### config.mk
export PLATFORM = sky130hd
export DESIGN_NAME = ghf_ctrl
export DESIGN_NICKNAME = d
export VERILOG_FILES = /design/src/rtl/ghf_pkg.sv /design/src/rtl/ghf_ctrl.sv
export SDC_FILE = /design/constraint.sdc
export NUM_CORES = 1
export LEC_CHECK = 0
export BUFFER_PORTS_ARGS = -buffer_cell sky130_fd_sc_hd__buf_2
export CAP_MARGIN = 20
export CORE_AREA = 10 10 47 49
export CTS_CLUSTER_DIAMETER = 150
export CTS_CLUSTER_SIZE = 28
export DETAILED_ROUTE_END_ITERATION = 6
export DIE_AREA = 0 0 57 59
export MAX_ROUTING_LAYER = met4
export PLACE_DENSITY = 0.59
export SKIP_CTS_REPAIR_TIMING = 1
export SLEW_MARGIN = 10
export SYNTH_ARGS = -nofsm -noshare
export SYNTH_HDL_FRONTEND = slang
export SYNTH_SLANG_ARGS = --single-unit
### constraint.sdc
create_clock -name i_clk -period 2.1 [get_ports i_clk]
set_input_delay 0.315 -clock i_clk [delete_from_list [all_inputs] [get_ports i_clk]]
set_output_delay 0.315 -clock i_clk [all_outputs]
set_load 0.02 [all_outputs]
### src/rtl/ghf_pkg.sv
// shared types and constants of the grid ground height filter
package ghf_pkg;

    localparam int CS_W      = 13;
    localparam int HL_W      = 23;
    localparam int CFG_IDX_W = 2;

    localparam logic [CS_W-1:0] CELL_SIZE_RST = 13'd500;
    localparam int              ORIGIN_RST    = -64000;
    localparam logic [HL_W-1:0] HLIM_RST      = 23'd1500;

    typedef enum logic [CFG_IDX_W-1:0] {
        CFG_CELL_SIZE    = 2'd0,
        CFG_ORIGIN_X     = 2'd1,
        CFG_ORIGIN_Y     = 2'd2,
        CFG_HEIGHT_LIMIT = 2'd3
    } t_cfg_idx;

    typedef enum logic [1:0] {
        ST_DONE    = 2'd0,
        ST_INVALID = 2'd1,
        ST_OUTSIDE = 2'd2,
        ST_EMPTY   = 2'd3
    } t_status;

    typedef enum logic {
        FUNC_UPDATE   = 1'b0,
        FUNC_CLASSIFY = 1'b1
    } t_func;

    // controller to datapath
    typedef struct packed {
        logic load;
        logic div_step;
        logic div_swap;
        logic mem_clear;
        logic mem_read;
        logic resp;
    } t_dp_cmd;

    // datapath to controller
    typedef struct packed {
        logic clr_last;
        logic div_last;
        logic pt_ok;
    } t_dp_stat;

endpackage

### src/rtl/ghf_ctrl.sv
// sequencing state machine of the ground height filter
module ghf_ctrl (
    input  logic              i_clk,
    input  logic              i_rst_n,
    input  logic              i_in_valid,
    output logic              o_in_ready,
    output logic              o_out_valid,
    input  logic              i_out_ready,
    input  ghf_pkg::t_dp_stat i_stat,
    output ghf_pkg::t_dp_cmd  o_cmd
);

    typedef enum logic [5:0] {
        S_CLEAR = 6'b000001,
        S_IDLE  = 6'b000010,
        S_DIVX  = 6'b000100,
        S_DIVY  = 6'b001000,
        S_LOOK  = 6'b010000,
        S_RESP  = 6'b100000
    } t_state;

    t_state r_state, n_state;
    logic   r_out_valid, n_out_valid;
    logic   can_load;

    // result register is free or being drained this cycle
    assign can_load = !r_out_valid || i_out_ready;

    always_comb begin
        n_state = r_state;
        o_cmd   = '0;
        case (r_state)
            S_CLEAR: begin
                o_cmd.mem_clear = 1'b1;
                if (i_stat.clr_last) begin
                    n_state = S_IDLE;
                end
            end
            S_IDLE: begin
                if (i_in_valid) begin
                    o_cmd.load = 1'b1;
                    n_state    = S_DIVX;
                end
            end
            S_DIVX: begin
                o_cmd.div_step = 1'b1;
                if (!i_stat.pt_ok) begin
                    n_state = S_RESP;
                end else if (i_stat.div_last) begin
                    o_cmd.div_swap = 1'b1;
                    n_state        = S_DIVY;
                end
            end
            S_DIVY: begin
                o_cmd.div_step = 1'b1;
                if (i_stat.div_last) begin
                    n_state = S_LOOK;
                end
            end
            S_LOOK: begin
                o_cmd.mem_read = 1'b1;
                n_state        = S_RESP;
            end
            S_RESP: begin
                if (can_load) begin
                    o_cmd.resp = 1'b1;
                    n_state    = S_IDLE;
                end
            end
            default: begin
                n_state = S_CLEAR;
            end
        endcase
    end

    assign n_out_valid = o_cmd.resp || (r_out_valid && !i_out_ready);
    assign o_in_ready  = (r_state == S_IDLE);
    assign o_out_valid = r_out_valid;

    always_ff @(posedge i_clk) begin
        if (!i_rst_n) begin
            r_state     <= S_CLEAR;
            r_out_valid <= 1'b0;
        end else begin
            r_state     <= n_state;
            r_out_valid <= n_out_valid;
        end
    end

endmodule

==> out/metrics.yaml, run 1 <==
gr-total-overflow: 0
reg2reg_from: "r_state[5]"
clk-insertion-delay-late_ns: 0.25
die_w_um: 57
ant_nets: 0
vias_per_cell: 5.37
areaGrowthSynthToFinish_pct: 22.0
hold_end: "r_state[3]"
first_pass_iters: 4
dieArea_um2: 3360
grt_setup_unrepaired: "true"
grt_max_degree: 12
cts_sinks: 7
max_cap_viol_count: 0
ios: 15
final_util: 0.436
nNetsFinal: 79
fin_setup_tns_ns: 0
min-delay-path-class: "in -> reg"
cts_buffer_depth: 2
drc_errors: 0
synth.distinct_cells: 33
worstReg2RegEnd: "r_state[4]"
leakagePower_nw: 0.276
synth_seq_cells: 7
placed_area_um2: 571
clockRootBuffer: "clkbuf_4"
wl_per_cell_um: 13.9
synthCells: 55
crit_buf_inv: 1
period_share: 0.973
crit_family: "simple AND/OR/NAND/NOR gates"
worst_pin_slew_ns: 0.395
grt_pass1_wl_mm: 1.99
power.share.clock: 0.204
fmax_mhz: 489
skew_ns: 0.00301
min_period_ns: 2.04
r2r_slack_ns: 0.45
crit_chain: "or4_4 > nor3b_4 > nor2b_2 > buf_4"
hold_viol: 0
power.switching_w: 0.000235
synth_area_um2: 500
crit_fanout: 6
cp.required_ns: 1.78
setup_ws_ns: 0.0569
ys_seq_area_frac: 0.280
swShare: 0.395
track_usage: 0.0745
multi_input_area_um2: 342
dpl.hpwl_um: 912
syn_area_per_cell_um2: 9.10
status: "completed"
end_kind: "output pin"
grt_pass1_vias: 453
pwr-share-seq: 0.339
syn_nets: 62
fin_area_um2: 611
critical-path-max-stage-delay_ns: 0.59
design.core.area_um2: 1400
cts_made_buffers: 3
crit_type: "reg -> out"
routed_wl_mm: 1.21
gp_congestion: 0.745
synth_warnings: 0
rows: 14
drive_above_1_share: 0.408
start_util: 0.357
num-fill-cells: 150
cp_slowest_cell: "or4_4"
ir_drop_v: 0.000359
diodes: 0
portBuffers: 14
start_kind: "register"
relSlewSlack: 0.736
combPwrFrac: 0.457
cp.arrival_ns: 1.73
fin_cells: 87
reg2regPathDepth: 4
p_per_area_nw_per_um2: 975
place_inst: 83
die_y_um: 59
clk_pin_slew_ns: 0.05
tritoncts: "yes"
post-place-ws_ns: 0.312
hold_depth: 3
finalMaxSlewViolations: 0
drt_iter0_markers: 3
antenna_found_initial: 0
vias: 467
seqCellArea_um2: 140
cts_max_level: 1
holdCritStartpoint: "i_stat[1]"
setup_violations: 0
internal_power_w: 0.000360
-- final cells by class --
class,count,share of cell area
clock buffers,4,0.0430
multi-input cells,45,0.559
flip-flops and latches,7,0.230
well taps,16,0.0328
repair buffers,15,0.135
-- layout by cell type (no fill, tap or decap), drive strengths merged, types with 2 or more instances in the layout --
cell type and instances:
mux2i 2, nand2b 2, nand2 4, nor3b 3
nor2 3, buf 15, and3 2, nor2b 2
dfxtp 7, o21a 3, nor3 2, a21oi 2
and2b 2, clkbuf 4, o21ai 2
-- cell usage after synthesis --
master | n | area share
nor4_1 | 1 | 0.013
a21oi_1 | 2 | 0.020
o2bb2ai_2 | 1 | 0.030
mux2i_1 | 2 | 0.040
o21a_1 | 3 | 0.045
nand3b_1 | 1 | 0.015
o22ai_1 | 1 | 0.013
nor3_1 | 2 | 0.020
o211a_1 | 1 | 0.020
or4_4 | 1 | 0.022
dfxtp_1 | 7 | 0.28
and3_1 | 2 | 0.025
buf_6 | 1 | 0.022
nand3_1 | 1 | 0.010
clkbuf_4 | 1 | 0.015
and2b_2 | 2 | 0.035
nor2_1 | 3 | 0.022
nand4b_1 | 1 | 0.018
nor3b_2 | 2 | 0.050
mux2_2 | 1 | 0.022
nand2b_1 | 2 | 0.025
nor3b_1 | 1 | 0.015
o311a_2 | 1 | 0.022
a41oi_1 | 1 | 0.018
and4bb_2 | 1 | 0.025
nand2_1 | 4 | 0.030
and4_1 | 1 | 0.018
o21bai_1 | 1 | 0.015
and2_2 | 1 | 0.015
nor2b_1 | 2 | 0.025
o21ai_0 | 2 | 0.020
xor2_1 | 1 | 0.018
dlygate4sd1_1 | 1 | 0.018
-- registers in the layout, indices dropped and copies added, names as in the netlist --
register	cells
r_state	6
o_out_valid	1
-- power groups by stage --
stage	sequential [W]	clock (W)	combinational, W
4_1_cts	0.000197	0.000128	0.000271
6_report	0.000202	0.000121	0.000272
2_1_floorplan	0.000170	0	0.000231
3_3_place_gp	0.000198	0	0.000267
5_1_grt	0.000209	0.000133	0.000299
3_5_place_dp	0.000199	0	0.000268
-- per-layer routing --
| layer | track usage | vias to the layer above | part of all wire |
|---|---|---|---|
| li1 | - | 239 | - |
| met1 | 0.0887 | 210 | 0.51 |
| met3 | 0.0300 | 2 | 0.074 |
| met4 | 0.0403 | 0 | 0.016 |
| met5 | - | - | 0 |
| met2 | 0.104 | 16 | 0.40 |
-- worst max-delay path by stage --
stage,from,to,slack (ns),cells past startpoint
after floorplan,r_state[2],o_cmd[5],0.22,3
after CTS,r_state[2],o_cmd[5],0.02,4
after detailed placement,r_state[2],o_cmd[5],0.31,4
final,r_state[2],o_cmd[0],0.06,4
after global routing,r_state[2],o_cmd[0],-0.03,4
after global placement,r_state[2],o_cmd[5],0.35,4
-- cell families after synthesis --
| kind of cell | count (synthesis) | share of synthesized area |
|---|---|---|
| buffers and inverters | 3 | 0.0550 |
| XOR/XNOR | 1 | 0.0175 |
| AND/OR/NAND/NOR | 28 | 0.382 |
| flip-flops | 7 | 0.280 |
| multiplexers | 3 | 0.0625 |
| AO/OA/AOI/OAI | 13 | 0.203 |
-- worst reg2reg max path, delay by kind of cell, from the launching register on --
family	cells	cell delay (ns)
AOI/OAI and AO/OA	1	0.44
DFF	1	0.42
and+or+nand+nor	3	0.68
-- stage by stage --
stage,total power (W),hold WS [ns]
after floorplan,0.000401,0.482
after global placement,0.000465,0.507
after detailed placement,0.000467,0.528
after CTS,0.000596,0.343
after global routing,0.000641,0.362
final,0.000595,0.350
Note: power is estimated with default switching activity, not from simulation.
==> run 2, diff against run 1 <==
Settings changed: REMOVE_ABC_BUFFERS set to 1.
==> run 2 against run 1 <==
Compared with the run above:
- highest routed layer unchanged
- via count is 0.86% higher
- worst hold slack worse by 0.0038 ns
- first-iteration DRC count is 100% higher
- clock power hardly changed
- critical endpoint unchanged
- register-to-register slack worse by 0.03 ns
- largest cell class unchanged
- critical path depth stayed put
- sequential power hardly changed
- total power is 1.7% higher
==> out/metrics.yaml, run 2 (synthesized netlist as in run 1, its figures left out) <==
reg2reg_from: "r_state[5]"
setup_ws_ns: 0.0802
grt_pass1_wl_mm: 2.20
hold_viol: 0
worstReg2RegEnd: "r_state[4]"
grt_pass1_vias: 515
portBuffers: 14
drive_above_1_share: 0.444
leakagePower_nw: 0.282
skew_ns: 0.000552
cts_max_level: 1
cp.required_ns: 1.78
final_cell_mix: "buf_2, dfxtp_1, nand2_1, buf_4"
die_w_um: 57
relSlewSlack: 0.707
crit_chain: "or4_4 > nor3b_4 > nor2b_2 > buf_4"
cts_sinks: 7
ios: 15
crit_family: "simple AND/OR/NAND/NOR gates"
first_pass_iters: 5
start_kind: "register"
crit_type: "reg -> out"
fin_cells: 88
p_per_area_nw_per_um2: 966
crit_buf_inv: 1
holdCritStartpoint: "i_stat[1]"
design.core.area_um2: 1400
gp_congestion: 0.807
r2r_slack_ns: 0.42
worst_pin_slew_ns: 0.439
vias: 471
routed_wl_mm: 1.25
end_kind: "output pin"
ant_nets: 0
vias_per_cell: 5.35
whs_ns: 0.346
fin_setup_tns_ns: 0
critical-path-max-stage-delay_ns: 0.58
drc_errors: 0
fmax_mhz: 495
nNetsFinal: 80
max_cap_viol_count: 0
dieArea_um2: 3360
finalMaxSlewViolations: 0
cp.arrival_ns: 1.70
place_inst: 83
largest_register: "r_state"
grt_max_degree: 12
antenna_found_initial: 0
diodes: 0
tritoncts: "yes"
hold_end: "r_state[3]"
areaGrowthSynthToFinish_pct: 25.2
clockRootBuffer: "clkbuf_4"
dpl.hpwl_um: 921
min_period_ns: 2.02
period_share: 0.962
track_usage: 0.0839
clk-insertion-delay-late_ns: 0.25
ir_drop_v: 0.000398
rows: 14
drt_iter0_markers: 6
wl_per_cell_um: 14.2
start_util: 0.357
hold_depth: 3
min-delay-path-class: "in -> reg"
cts_made_buffers: 3
gr-total-overflow: 0
largest_register_ffs: 6
reg2regPathDepth: 4
cp_slowest_cell: "or4_4"
final_common_cell: "buf_2"
crit_fanout: 5
die_y_um: 59
setup_violations: 0
clk_pin_slew_ns: 0.05
post-place-ws_ns: 0.314
cts_buffer_depth: 2
status: "completed"
==> run 2: cell types whose count changed in the layout (fill, tap and decap cells not counted), sizes merged <==
cell / before / now
buf: 15 / 16
==> run 2: layout make-up <==
| type | count | area (µm²) |
|---|---|---|
| multi-input combinational | 45 | 348 |
| clock buffer | 4 | 26.3 |
| timing repair buffer | 16 | 90.1 |
| sequential | 7 | 143 |
| fill | 143 | 774 |
| tap | 16 | 20.0 |
==> run 2: per-stage QoR <==
step	total power, W	util	area, µm²
2_1_floorplan	0.000386	-	473
3_3_place_gp	0.000463	0.407	571
3_5_place_dp	0.000465	0.407	571
4_1_cts	0.000593	0.426	597
5_1_grt	0.000653	0.447	627
6_report	0.000605	0.447	627
==> run 2: worst max-delay path by stage <==
| stage | from | endpoint | slack, ns | cells after the start |
|---|---|---|---|---|
| global route | r_state[4] | o_cmd[0] | -0.02 | 4 |
| detailed placement | r_state[2] | o_cmd[0] | 0.31 | 4 |
| global placement | r_state[2] | o_cmd[5] | 0.34 | 4 |
| CTS | r_state[2] | o_cmd[5] | 0.03 | 4 |
| finish | r_state[3] | o_cmd[0] | 0.08 | 4 |
| floorplan | r_state[2] | o_cmd[5] | 0.22 | 3 |
==> run 2: tightest hold or removal path: stages <==
cell and delay [ns]:
buf_2 0.10, nand2b_1 0.09, a21oi_1 0.06
==> run 2: layer usage <==
metal | part of all wire | GRT usage | vias up | wire length [µm]
met2 | 0.43 | 0.121 | 12 | 542
met3 | 0.034 | 0.0236 | 2 | 42
met1 | 0.52 | 0.0974 | 214 | 652
met4 | 0.0088 | 0.0604 | 0 | 11
met5 | 0 | - | - | 0
li1 | - | - | 243 | -
==> run 2: where the power goes <==
part / switching, W / total, W / internal, W
clock: 0.0000509 / 0.000124 / 0.0000726
sequential: 0.0000495 / 0.000203 / 0.000154
combinational: 0.000139 / 0.000279 / 0.000140
==> run 3, diff against run 2 <==
Settings changed: CORE_AREA 10 10 47 49 to 8 8 45 47, DIE_AREA 0 0 57 59 to 0 0 53 55, MAX_ROUTING_LAYER met4 to not set.
==> run 3 against run 2 <==
Compared with the run above:
- global-route usage up 0.40 points
- cell area decreased by 4.2%
- count of clock-buffer cells in the layout stayed put
==> out/metrics.yaml, run 3 (synthesized netlist as in run 1, its figures left out) <==
status: "completed"
hold_depth: 3
gp_congestion: 0.794
clk_pin_slew_ns: 0.06
cp.required_ns: 1.78
end_kind: "output pin"
design.core.area_um2: 1380
grt_max_degree: 12
leakagePower_nw: 0.273
drive_above_1_share: 0.408
ios: 15
areaGrowthSynthToFinish_pct: 20.0
track_usage: 0.0879
min_period_ns: 2.01
clk-insertion-delay-late_ns: 0.26
vias: 454
ir_drop_v: 0.000520
fin_setup_tns_ns: 0
finalMaxSlewViolations: 0
hold_viol: 0
largest_register: "r_state"
vias_per_cell: 5.22
start_util: 0.362
portBuffers: 14
first_pass_iters: 3
cts_sinks: 7
die_y_um: 55
start_kind: "register"
final_cell_mix: "buf_2, dfxtp_1, nand2_1"
multi_input_area_um2: 333
ant_nets: 0
period_share: 0.958
wl_per_cell_um: 13.1
num-fill-cells: 153
tritoncts: "yes"
relSlewSlack: 0.762
seqCellArea_um2: 141
drc_errors: 0
cp.arrival_ns: 1.70
rows: 14
worst_pin_slew_ns: 0.357
dpl.hpwl_um: 871
die_w_um: 53
crit_type: "reg -> out"
cts_max_level: 1
reg2regPathDepth: 4
crit_fanout: 6
nNetsFinal: 79
dieArea_um2: 2920
routed_wl_mm: 1.14
gr-total-overflow: 0
p_per_area_nw_per_um2: 980
setup_violations: 0
fmax_mhz: 497
clockRootBuffer: "clkbuf_4"
largest_register_ffs: 6
antenna_found_initial: 0
drt_iter0_markers: 4
skew_ns: 0.00383
final_common_cell: "buf_2"
cts_made_buffers: 3
min-delay-path-class: "in -> reg"
grt_pass1_vias: 429
grt_pass1_wl_mm: 1.84
diodes: 0
cts_buffer_depth: 2
grt_setup_unrepaired: "false"
max_cap_viol_count: 0
whs_ns: 0.345
==> run 3: changes by cell type in the layout (fill, tap and decap cells not counted), sizes merged <==
cell | previous run | this run
buf | 16 | 15
==> run 3: worst max-delay path: stages (launching register included) <==
cell     delay (ns)
dfxtp_2        0.34
or4_4          0.56
nor3b_2        0.19
and2_2         0.18
buf_2          0.16
==> run 3: final cells by class <==
class | count | area share
clock buffer | 4 | 0.0438
multi-input combinational | 45 | 0.554
sequential | 7 | 0.235
timing repair buffer | 15 | 0.133
tap | 16 | 0.0333
==> run 3: per-stage QoR <==
stage	cells	util	power [W]	setup slack, ns	area, µm²
floorplan	52	-	0.000386	0.224	473
global placement	83	0.412	0.000464	0.330	571
detailed placement	83	0.412	0.000463	0.314	571
CTS	87	0.431	0.000591	0.0267	597
global route	87	0.434	0.000632	0.0196	601
finish	87	0.434	0.000588	0.0885	601
==> run 3: worst paths after layout <==
kind | to | slack (ns) | start
worst max-delay path | o_cmd[5] | 0.09 | r_state[2]
worst min-delay path | r_state[3] | 0.35 | i_stat[1]
worst max register to register | r_state[4] | 0.44 | r_state[5]
worst min register to register | r_state[2] | 0.51 | r_state[2]
==> run 3: where the power goes <==
part	leakage [nW]	internal (W)	total, W	switching (W)
registers	0.0574	0.000153	0.000196	0.0000430
logic	0.200	0.000133	0.000264	0.000132
clock network	0.0150	0.0000728	0.000128	0.0000547
==> run 3: per-layer routing <==
metal,GRT usage,part of all wire,vias up
met3,0.0267,0.042,5
met2,0.119,0.43,12
met5,0,0,-
met1,0.105,0.49,199
met4,0.0905,0.037,0
li1,-,-,238
